[src/hw/rtl/c32ws_pkg.sv]
// ----------------------------------------------------------------------------
// c32ws_pkg: shared types and constants for the CRC-32 word stream
// Holds the CRC word type, the seed, the polynomial and the row masks of the
// one-word update matrix (MSB first, no reflection, no final XOR).
// ----------------------------------------------------------------------------
package c32ws_pkg;

    localparam int unsigned WORD_BITS = 32;
    localparam int unsigned IDX_BITS  = $clog2(WORD_BITS);

    typedef logic [WORD_BITS-1:0] t_crc_word;

    localparam t_crc_word CRC_INIT = 32'hFFFF_FFFF;
    localparam t_crc_word CRC_POLY = 32'h04C1_1DB7;
    localparam t_crc_word CRC_TOP  = 32'h8000_0000;

    // Bit i of the result is set when input bit i of (crc ^ word) feeds
    // output bit row of the CRC after one word.
    function automatic t_crc_word crc_row_mask(input int unsigned row);
        t_crc_word mask;
        t_crc_word col;
        mask = '0;
        for (int unsigned i = 0; i < WORD_BITS; i++) begin
            col = t_crc_word'(1) << i;
            for (int unsigned k = 0; k < WORD_BITS; k++) begin
                if ((col & CRC_TOP) != '0) begin
                    col = (col << 1) ^ CRC_POLY;
                end else begin
                    col = col << 1;
                end
            end
            mask[i[IDX_BITS-1:0]] = col[row[IDX_BITS-1:0]];
        end
        return mask;
    endfunction

endpackage

[src/hw/rtl/c32ws_absorb.sv]
// ----------------------------------------------------------------------------
// c32ws_absorb: one-word CRC-32 update
// Absorbs a full 32-bit word in a single pass as a fixed XOR matrix over
// (crc ^ word), one parity tree per result bit.
// ----------------------------------------------------------------------------
module c32ws_absorb (
    input  c32ws_pkg::t_crc_word i_crc,
    input  c32ws_pkg::t_crc_word i_word,
    output c32ws_pkg::t_crc_word o_crc
);

    c32ws_pkg::t_crc_word w_mix;

    assign w_mix = i_crc ^ i_word;

    for (genvar j = 0; j < c32ws_pkg::WORD_BITS; j++) begin : g_row
        localparam c32ws_pkg::t_crc_word C_MASK = c32ws_pkg::crc_row_mask(j);
        assign o_crc[j] = ^(w_mix & C_MASK);
    end

endmodule

[src/hw/rtl/crc32_word_stream_top.sv]
// ----------------------------------------------------------------------------
// crc32_word_stream_top: CRC-32/MPEG-2 over a stream of 32-bit words
// Running CRC per word with first/last marks; one result item per input item.
//
//   channel  direction  handshake                 payload
//   in       input      i_in_valid / o_in_ready   i_data_word, i_first_word,
//                                                 i_last_word
//   out      output     o_out_valid / i_out_ready o_crc_value, o_crc_final
//
// One item per clock sustained while the result is not stalled.
// The word update is one XOR matrix between the input register and the CRC
// register, which doubles as the result register.
// Synchronous active-low reset seeds the CRC with all ones and empties both
// stages. A stalled result holds the CRC; one more item waits in the input
// register meanwhile.
// ----------------------------------------------------------------------------
module crc32_word_stream_top (
    input  logic                 i_clk,
    input  logic                 i_rst_n,
    input  logic                 i_in_valid,
    output logic                 o_in_ready,
    input  c32ws_pkg::t_crc_word i_data_word,
    input  logic                 i_first_word,
    input  logic                 i_last_word,
    output logic                 o_out_valid,
    input  logic                 i_out_ready,
    output c32ws_pkg::t_crc_word o_crc_value,
    output logic                 o_crc_final
);

    logic                 r_in_valid;
    c32ws_pkg::t_crc_word r_in_data;
    logic                 r_in_first;
    logic                 r_in_last;

    logic                 r_out_valid;
    logic                 r_out_final;
    c32ws_pkg::t_crc_word r_crc;

    c32ws_pkg::t_crc_word w_base;
    c32ws_pkg::t_crc_word n_crc;
    logic                 w_move;
    logic                 w_take;

    assign w_move     = r_in_valid && (!r_out_valid || i_out_ready);
    assign o_in_ready = !r_in_valid || w_move;
    assign w_take     = i_in_valid && o_in_ready;
    assign w_base     = r_in_first ? c32ws_pkg::CRC_INIT : r_crc;

    c32ws_absorb u_absorb (
        .i_crc  (w_base),
        .i_word (r_in_data),
        .o_crc  (n_crc)
    );

    // input stage
    always_ff @(posedge i_clk) begin
        if (!i_rst_n) begin
            r_in_valid <= 1'b0;
        end else if (w_take) begin
            r_in_valid <= 1'b1;
        end else if (w_move) begin
            r_in_valid <= 1'b0;
        end
    end

    always_ff @(posedge i_clk) begin
        if (w_take) begin
            r_in_data  <= i_data_word;
            r_in_first <= i_first_word;
            r_in_last  <= i_last_word;
        end
    end

    // result stage and running CRC
    always_ff @(posedge i_clk) begin
        if (!i_rst_n) begin
            r_out_valid <= 1'b0;
            r_crc       <= c32ws_pkg::CRC_INIT;
        end else begin
            if (w_move) begin
                r_out_valid <= 1'b1;
                r_crc       <= n_crc;
            end else if (i_out_ready) begin
                r_out_valid <= 1'b0;
            end
        end
    end

    always_ff @(posedge i_clk) begin
        if (w_move) begin
            r_out_final <= r_in_last;
        end
    end

    assign o_out_valid = r_out_valid;
    assign o_crc_value = r_crc;
    assign o_crc_final = r_out_final;

    a_reset_clears: assert property (@(posedge i_clk)
        !i_rst_n |=> (r_crc == c32ws_pkg::CRC_INIT) && !r_in_valid && !r_out_valid)
        else $error("reset did not seed CRC or empty stages");

    a_move_fills_out: assert property (@(posedge i_clk) disable iff (!i_rst_n)
        w_move |=> r_out_valid && (r_out_final == $past(r_in_last)))
        else $error("item lost between stages");

    a_take_fills_in: assert property (@(posedge i_clk) disable iff (!i_rst_n)
        w_take |=> r_in_valid)
        else $error("accepted item not held");

    a_stall_holds_crc: assert property (@(posedge i_clk) disable iff (!i_rst_n)
        r_out_valid && !i_out_ready |=> $stable(r_crc))
        else $error("CRC changed while result stalled");

endmodule

[config.mk]
export PLATFORM = sky130hd
export DESIGN_NAME = crc32_word_stream_top
export DESIGN_NICKNAME = d
export VERILOG_FILES = /design/src/hw/rtl/c32ws_pkg.sv /design/src/hw/rtl/c32ws_absorb.sv /design/src/hw/rtl/crc32_word_stream_top.sv
export SDC_FILE = /design/constraint.sdc
export NUM_CORES = 1
export LEC_CHECK = 0
export ABC_CLOCK_PERIOD_IN_PS = 4630
export BUFFER_PORTS_ARGS = -buffer_cell sky130_fd_sc_hd__buf_2
export CORE_MARGIN = 2
export CORE_UTILIZATION = 30
export CTS_BUF_LIST = sky130_fd_sc_hd__clkbuf_16
export DETAILED_ROUTE_END_ITERATION = 8
export PLACE_DENSITY = 0.55
export SLEW_MARGIN = 20
export SYNTH_ARGS = -nofsm -noshare
export SYNTH_HDL_FRONTEND = slang
export SYNTH_SLANG_ARGS = --single-unit
[constraint.sdc]
create_clock -name i_clk -period 4.63 [get_ports i_clk]
set_input_delay 0.2315 -clock i_clk [delete_from_list [all_inputs] [get_ports i_clk]]
set_output_delay 0.2315 -clock i_clk [all_outputs]
set_load 0.005 [all_outputs]
==> results.ini, run 1 <==
[outcome]
outcome=complete, no violations

[grt]
overflow=0
grt_pass1_vias=4310
grt_max_degree=58
grt_pass1_wl_mm=28.57
antenna_found_initial=0
track_usage_pct=16.48

[yosys]
syn_inst=655
netlist_area_um2=6663
synth_top_area_share_pct=31.02
synth_top_cells_by_area=xnor2_1 (31%), edfxtp_1 (16%), dfxtp_1 (10%)
synth_nets=693
yosysMostFrequentCell=xnor2_1
synth_ff_type=edfxtp_1
synth_area_leader_cell=xnor2_1
synth_area_per_cell_um2=10.17
ys_warn_count=0
async_flop_share_pct=0
yosys-top-cells-count=xnor2_1 (236), nor2_1 (84), xor2_1 (69), edfxtp_1 (35), dfxtp_1 (34)
yosysUniqueCellTypes=32
synth_edf_count=35
yosysSeqAreaShare_pct=25.99
ys_seq_elements=69

[place]
placedCellCount=948
placed_cell_area_um2=7042
io_buffer_count=72
gp_congestion=0.9065
place.detailed.hpwl_mm=14.79

[route]
wl_per_cell_um=19.63
first_iter_violations=265
finalWirelength_mm=18.93
highest_layer=met4
first_pass_iters=7
wl_met3_mm=1.014
drc=0
antenna_left=0
wl_met2_mm=8.649
num_vias=4313
vias_per_cell=4.474
wl_met1_mm=8.996

[power_and_ir_drop]
ir_drop_v=0.0002153
total_power_mw=5.163
leakagePower_nw=2.805
powerDensity_nw_per_um2=707.6

[floorplan]
start_util_pct=30.53
die_area_um2=23420
placementRows=54
dieHeight_um=153.0
fp.coreArea_um2=21820
die_w_um=153.0
ios=73

[sta]
hold_viol_final=0
fmax_mhz=348.3
period_share_pct=62.02
worst_pin_slew_ns=0.8392
fin_skew_ns=0.01092
drv_slew=0
fin_hold_ws_ns=0.05858
slew_headroom_pct=44.05
period_needed_ns=2.871
rsz0062_at_grt=false
setup_viol=0
setup_tns_ns=0

[critical_path]
critPathRequiredTime_ns=4.82
rr_startpoint=r_in_first
crit_cells=8
cp_cell_sequence=buf_12 > nor2_1 > xnor2_1 > xor3_1 > xnor2_1 > xnor3_1 > nor2_1 > o21ai_1
crit_end=o_crc_value[31]
critical_path.startpoint_type=register
rr_worst_depth=8
r2r_slack_ns=1.76
critPathLaunch=r_in_first
crit_type=reg -> reg
critPathTopFamily=XOR/XNOR gates
critPathCaptureType=register
cp_max_fo=35
rr_endpoint=o_crc_value[31]
cp_slowest_cell=edfxtp_1
cp_num_buf_inv=1
max_stage_delay_ns=0.71
arrival_ns=3.07

[clocking]
h-tree-depth=3
clock_sinks=69
cts_buffers=9
clock_path_buffers=2
clkTransAtPathRegs_ns=0.05
cts_tree=yes
post-cts-setup-buffers=0
cts_root_buf=clkbuf_16
ctsHoldBuffers=0
clock_latency_ns=0.35
cts_resized=0

[layout]
area_growth_pct=9.502
multi_input_area_um2=4546
fin_nets=717
stdcell_area_um2=7296
drive_above_1_share_pct=18.86
antenna_cells=0
nFillCells=2264
regArea_um2=1732
final_cells=964

[min_path]
whs_path_depth=1
hold_class=in -> reg

[job]
cap_violations=0

metrics by stage:
step,setup WS (ns),util (%)
after global routing,1.576,33.43
after CTS,1.699,33.43
after global placement,1.823,32.27
after detailed placement,1.721,32.27
final,1.759,33.43
after floorplan,2.499,-
final cells by class:
type / count / area share, %
Multi-Input combinational cell: 521 / 62.30
Sequential cell: 69 / 23.74
Timing Repair Buffer: 77 / 5.625
Tap cell: 280 / 4.802
Clock buffer: 9 / 3.087
Clock inverter: 7 / 0.3944
Inverter: 1 / 0.05145
how the worst min path moves through the flow:
stage / start / to
2_1_floorplan: i_data_word[0] / r_in_data[0]
3_3_place_gp: r_in_last / o_crc_final
3_5_place_dp: i_data_word[16] / r_in_data[16]
4_1_cts: i_data_word[16] / r_in_data[16]
5_1_grt: i_data_word[9] / r_in_data[9]
6_report: i_data_word[18] / r_in_data[18]
layer usage:
layer,vias to the layer above,GRT usage [%]
met5,-,0
met3,17,3.289
met2,141,25.72
met4,0,3.880
li1,2089,-
met1,2066,23.46
worst register-to-register path, cell delays in order (launching register included):
cell	delay, ns
edfxtp_1	0.71
buf_12	0.29
nor2_1	0.09
xnor2_1	0.39
xor3_1	0.38
xnor2_1	0.28
xnor3_1	0.43
nor2_1	0.09
o21ai_1	0.06
power breakdown:
| part | switching, mW | internal, mW | leakage [nW] | total [mW] |
|---|---|---|---|---|
| logic | 1.62 | 1.90 | 2.04 | 3.52 |
| registers | 0.287 | 0.741 | 0.623 | 1.03 |
| clock network | 0.267 | 0.351 | 0.145 | 0.618 |
| total | 2.17 | 2.99 | 2.80 | 5.16 |
layout by cell type (no fill, tap or decap), drive strengths merged, types with 9 or more instances in the layout:
master	synthesis	layout
buf	43	77
clkbuf	21	9
dfxtp	34	34
edfxtp	35	35
nand2	28	28
nor2	91	91
o211ai	25	25
xnor2	262	262
xnor3	24	24
xor2	73	73
logic make-up (layout without fill, tap and decap cells):
logic type / after synthesis / in the layout / synth area share (%)
xor+xnor: 361 / 361 / 56.79
simple gates: 126 / 126 / 7.756
flops: 69 / 69 / 25.99
buf+inv: 65 / 94 / 5.840
compound gates: 34 / 34 / 3.624
state kept, by name, summed over array words and instances, names as in the netlist:
register     flops
o_crc_final      1
o_crc_value     32
o_out_valid      1
r_in_data       32
r_in_first       1
r_in_last        1
r_in_valid       1
Power figures use the tool's default switching activity.
==> inputs of run 2 (changes only) <==
--- a/config.mk
+++ b/config.mk
@@ -5,13 +5,14 @@
 export SDC_FILE = /design/constraint.sdc
 export NUM_CORES = 1
 export LEC_CHECK = 0
-export ABC_CLOCK_PERIOD_IN_PS = 4630
+export ABC_AREA = 1
+export ABC_CLOCK_PERIOD_IN_PS = 2500
 export BUFFER_PORTS_ARGS = -buffer_cell sky130_fd_sc_hd__buf_2
 export CORE_MARGIN = 2
 export CORE_UTILIZATION = 30
 export CTS_BUF_LIST = sky130_fd_sc_hd__clkbuf_16
 export DETAILED_ROUTE_END_ITERATION = 8
-export PLACE_DENSITY = 0.55
+export PLACE_DENSITY = 0.57
 export SLEW_MARGIN = 20
 export SYNTH_ARGS = -nofsm -noshare
 export SYNTH_HDL_FRONTEND = slang
==> constraint.sdc (replaced) <==
create_clock -name i_clk -period 2.5 [get_ports i_clk]
set_input_delay 0.125 -clock i_clk [delete_from_list [all_inputs] [get_ports i_clk]]
set_output_delay 0.125 -clock i_clk [all_outputs]
set_load 0.005 [all_outputs]
==> results.ini, run 2 <==
[yosys]
synthSimpleGateAreaFrac_pct=54.96  ; was 7.756%
ys_warn_count=0  ; unchanged
yosys.area_share.adder_pct=0  ; unchanged
synth_xor_area_share_pct=9.646  ; was 56.79%
synth_top_cells_by_area=nand2_1 (38%), edfxtp_1 (14%), nand3_1 (9.4%)  ; was xnor2_1 (31%), edfxtp_1 (16%), dfxtp_1 (10%)
synth_ff_type=edfxtp_1  ; unchanged
synth_area_leader_cell=nand2_1  ; was xnor2_1
synth_edf_count=35  ; unchanged
synth_area_per_cell_um2=5.565  ; was 10.17 µm²
synthMuxAreaShare_pct=0  ; unchanged
synth_top_area_share_pct=38.32  ; was 31.02%
synth_nets=1397  ; was 693
synth_top_family_by_area=simple AND/OR/NAND/NOR gates  ; was XOR/XNOR gates
yosysMostFrequentCell=nand2_1  ; was xnor2_1
async_flop_share_pct=0  ; unchanged
yosys-top-cells-count=nand2_1 (772), nand3_1 (142), inv_1 (91), nor2_1 (38)  ; was xnor2_1 (236), nor2_1 (84), xor2_1 (69), edfxtp_1 (35), dfxtp_1 (34)
syn_inst=1359  ; was 655
synth-compound-area-share_pct=5.477  ; was 3.624%
yosysSeqAreaShare_pct=22.90  ; was 25.99%
ys_seq_elements=69  ; unchanged
netlist_area_um2=7562  ; was 6663 µm²
yosysUniqueCellTypes=31  ; was 32

[route]
first_pass_iters=5  ; was 7
antenna_left=0  ; unchanged
first_iter_violations=975  ; was 265
finalWirelength_mm=30.89  ; was 18.93 mm
num_vias=9064  ; was 4313
wl_per_cell_um=16.76  ; was 19.63 µm
vias_per_cell=4.918  ; was 4.474
drc=0  ; unchanged

[layout]
final_util_pct=38.00  ; was 33.43%
fin_nets=1546  ; was 717
area_growth_pct=25.45  ; was 9.502%
regArea_um2=1732  ; unchanged
final_cell_mix=nand2_1 (753), nand3_1 (142), inv_1 (92), buf_2 (72), buf_4 (51)  ; was xnor2_1 (236), nor2_1 (84), buf_2 (72), xor2_1 (69), edfxtp_1 (35)
antenna_cells=0  ; unchanged
nFillCells=2791  ; was 2264
stdcell_area_um2=9487  ; was 7296 µm²
drive_above_1_share_pct=15.20  ; was 18.86%
final_common_cell=nand2_1  ; was xnor2_1
multi_input_area_um2=5477  ; was 4546 µm²

[clocking]
h-tree-depth=3  ; unchanged
clkTransAtPathRegs_ns=0.06  ; was 0.05 ns
clock_latency_ns=0.36  ; was 0.35 ns
clock_path_buffers=2  ; unchanged
cts_tree=yes  ; unchanged
cts_buffers=9  ; unchanged
clock_sinks=69  ; unchanged
cts_root_buf=clkbuf_16  ; unchanged

[power_and_ir_drop]
total_power_mw=5.900  ; was 5.163 mW
ir_drop_v=0.0003473  ; was 0.0002153 V
leakagePower_nw=4.992  ; was 2.805 nW
powerDensity_nw_per_um2=622.0  ; was 707.6 nW/µm²

[place]
place.detailed.hpwl_mm=23.49  ; was 14.79 mm
io_buffer_count=72  ; unchanged
gp_congestion=0.9933  ; was 0.9065
placed_cell_area_um2=8579  ; was 7042 µm²

[sta]
setup_viol=0  ; unchanged
rsz0062_at_grt=true  ; was false
worst_pin_slew_ns=0.9263  ; was 0.8392 ns
setup_tns_ns=0  ; unchanged
fin_skew_ns=0.01151  ; was 0.01092 ns
fin_hold_ws_ns=0.03531  ; was 0.05858 ns
slew_headroom_pct=37.86  ; was 44.05%
fmax_mhz=415.9  ; was 348.3 MHz
drv_slew=0  ; unchanged
period_share_pct=96.19  ; was 62.02%
hold_viol_final=0  ; unchanged
period_needed_ns=2.405  ; was 2.871 ns

[floorplan]
dieHeight_um=162.8  ; was 153.0 µm
die_area_um2=26490  ; was 23420 µm²
start_util_pct=30.29  ; was 30.53%
placementRows=58  ; was 54
fp.coreArea_um2=24960  ; was 21820 µm²
ios=73  ; unchanged
die_w_um=162.8  ; was 153.0 µm

[critical_path]
cp_max_fo=24  ; was 35
cp_slowest_cell=edfxtp_1  ; unchanged
max_stage_delay_ns=0.36  ; was 0.71 ns
critical_path.startpoint_type=register  ; unchanged
critPathRequiredTime_ns=2.74  ; was 4.82 ns
cp_common_cell=nand2_1
cp_cell_sequence=buf_4 > buf_12 > nor2_4 > xor2_1 > buf_4 > nand2_1 > nand2_1 > nand2_1 > nand3_1 > nand2_1 > nor2_1 > nor2_1 > nand2_1 > nand2_1  ; was buf_12 > nor2_1 > xnor2_1 > xor3_1 > xnor2_1 > xnor3_1 > nor2_1 > o21ai_1
critPathCaptureType=register  ; unchanged
arrival_ns=2.65  ; was 3.07 ns
crit_type=reg -> reg  ; unchanged

[grt]
grt_pass1_vias=8228  ; was 4310
track_usage_pct=23.19  ; was 16.48%
grt_max_degree=51  ; was 58
antenna_found_initial=0  ; unchanged
grt_pass1_wl_mm=46.29  ; was 28.57 mm
overflow=0  ; unchanged

[job]
cap_violations=0  ; unchanged

[min_path]
hold_class=in -> reg  ; unchanged

[outcome]
outcome=complete, no violations  ; unchanged

-- run 2: final cells by class --
| type | instances | share of cell area (%) |
|---|---|---|
| Multi-Input combinational cell | 1167 | 57.73 |
| Clock buffer | 9 | 2.374 |
| Sequential cell | 69 | 18.25 |
| Tap cell | 330 | 4.352 |
| Timing Repair Buffer | 162 | 12.53 |
| Inverter | 99 | 3.970 |
| Clock inverter | 7 | 0.7913 |
-- run 2: final timing paths --
check             startpoint               to  slack (ns)  depth (start not counted)
setup / recovery  r_in_first  o_crc_value[20]         0.1                         14
hold / removal    i_in_valid       r_in_valid        0.04                          3
setup reg to reg  r_in_first  o_crc_value[20]         0.1                         14
hold reg to reg    r_in_last      o_crc_final        0.42                          0
-- run 2: timing repair --
| action | in CTS | in global routing |
|---|---|---|
| buffers inserted | 0 | 8 |
| endpoints found under the hold margin | 34 | 0 |
| resized for setup | 0 | 40 |
| setup endpoints to repair | 0 | 24 |
| hold buffers | 34 | 0 |
-- run 2: where the power goes --
| group | total (mW) | internal (mW) | switching, mW | leakage, nW |
|---|---|---|---|---|
| clock | 1.38 | 0.779 | 0.605 | 0.144 |
| combinational | 3.13 | 1.06 | 2.06 | 4.23 |
| sequential | 1.39 | 1.28 | 0.106 | 0.623 |
| total | 5.90 | 3.13 | 2.77 | 4.99 |
-- run 2: cells by family (layout without fill, tap and decap cells) --
family,after synthesis,count (layout)
compound gates,82,82
xor+xnor,76,76
flops,69,69
buf+inv,123,277
simple gates,1009,1009
-- run 2: metrics by stage --
| step | setup WS (ns) | std cells |
|---|---|---|
| 2_1_floorplan | 0.5863 | 1359 |
| 3_3_place_gp | 0.07860 | 1784 |
| 3_5_place_dp | 0.05291 | 1784 |
| 4_1_cts | 0.03970 | 1834 |
| 5_1_grt | -0.01189 | 1843 |
| 6_report | 0.09535 | 1843 |
-- run 2: critical path, delay by kind of cell (launching register included) --
family | cells | cell delay, ns
flops | 1 | 0.36
buf+inv | 3 | 0.58
xor+xnor | 1 | 0.15
simple gates | 10 | 1.19
-- run 2: metal layers --
metal | global-route usage (%) | vias up | part of all wire, %
li1 | - | 4560 | -
met1 | 31.34 | 4108 | 45
met2 | 38.64 | 332 | 45
met3 | 2.750 | 64 | 6.4
met4 | 7.080 | 0 | 3.5
met5 | 0 | - | 0
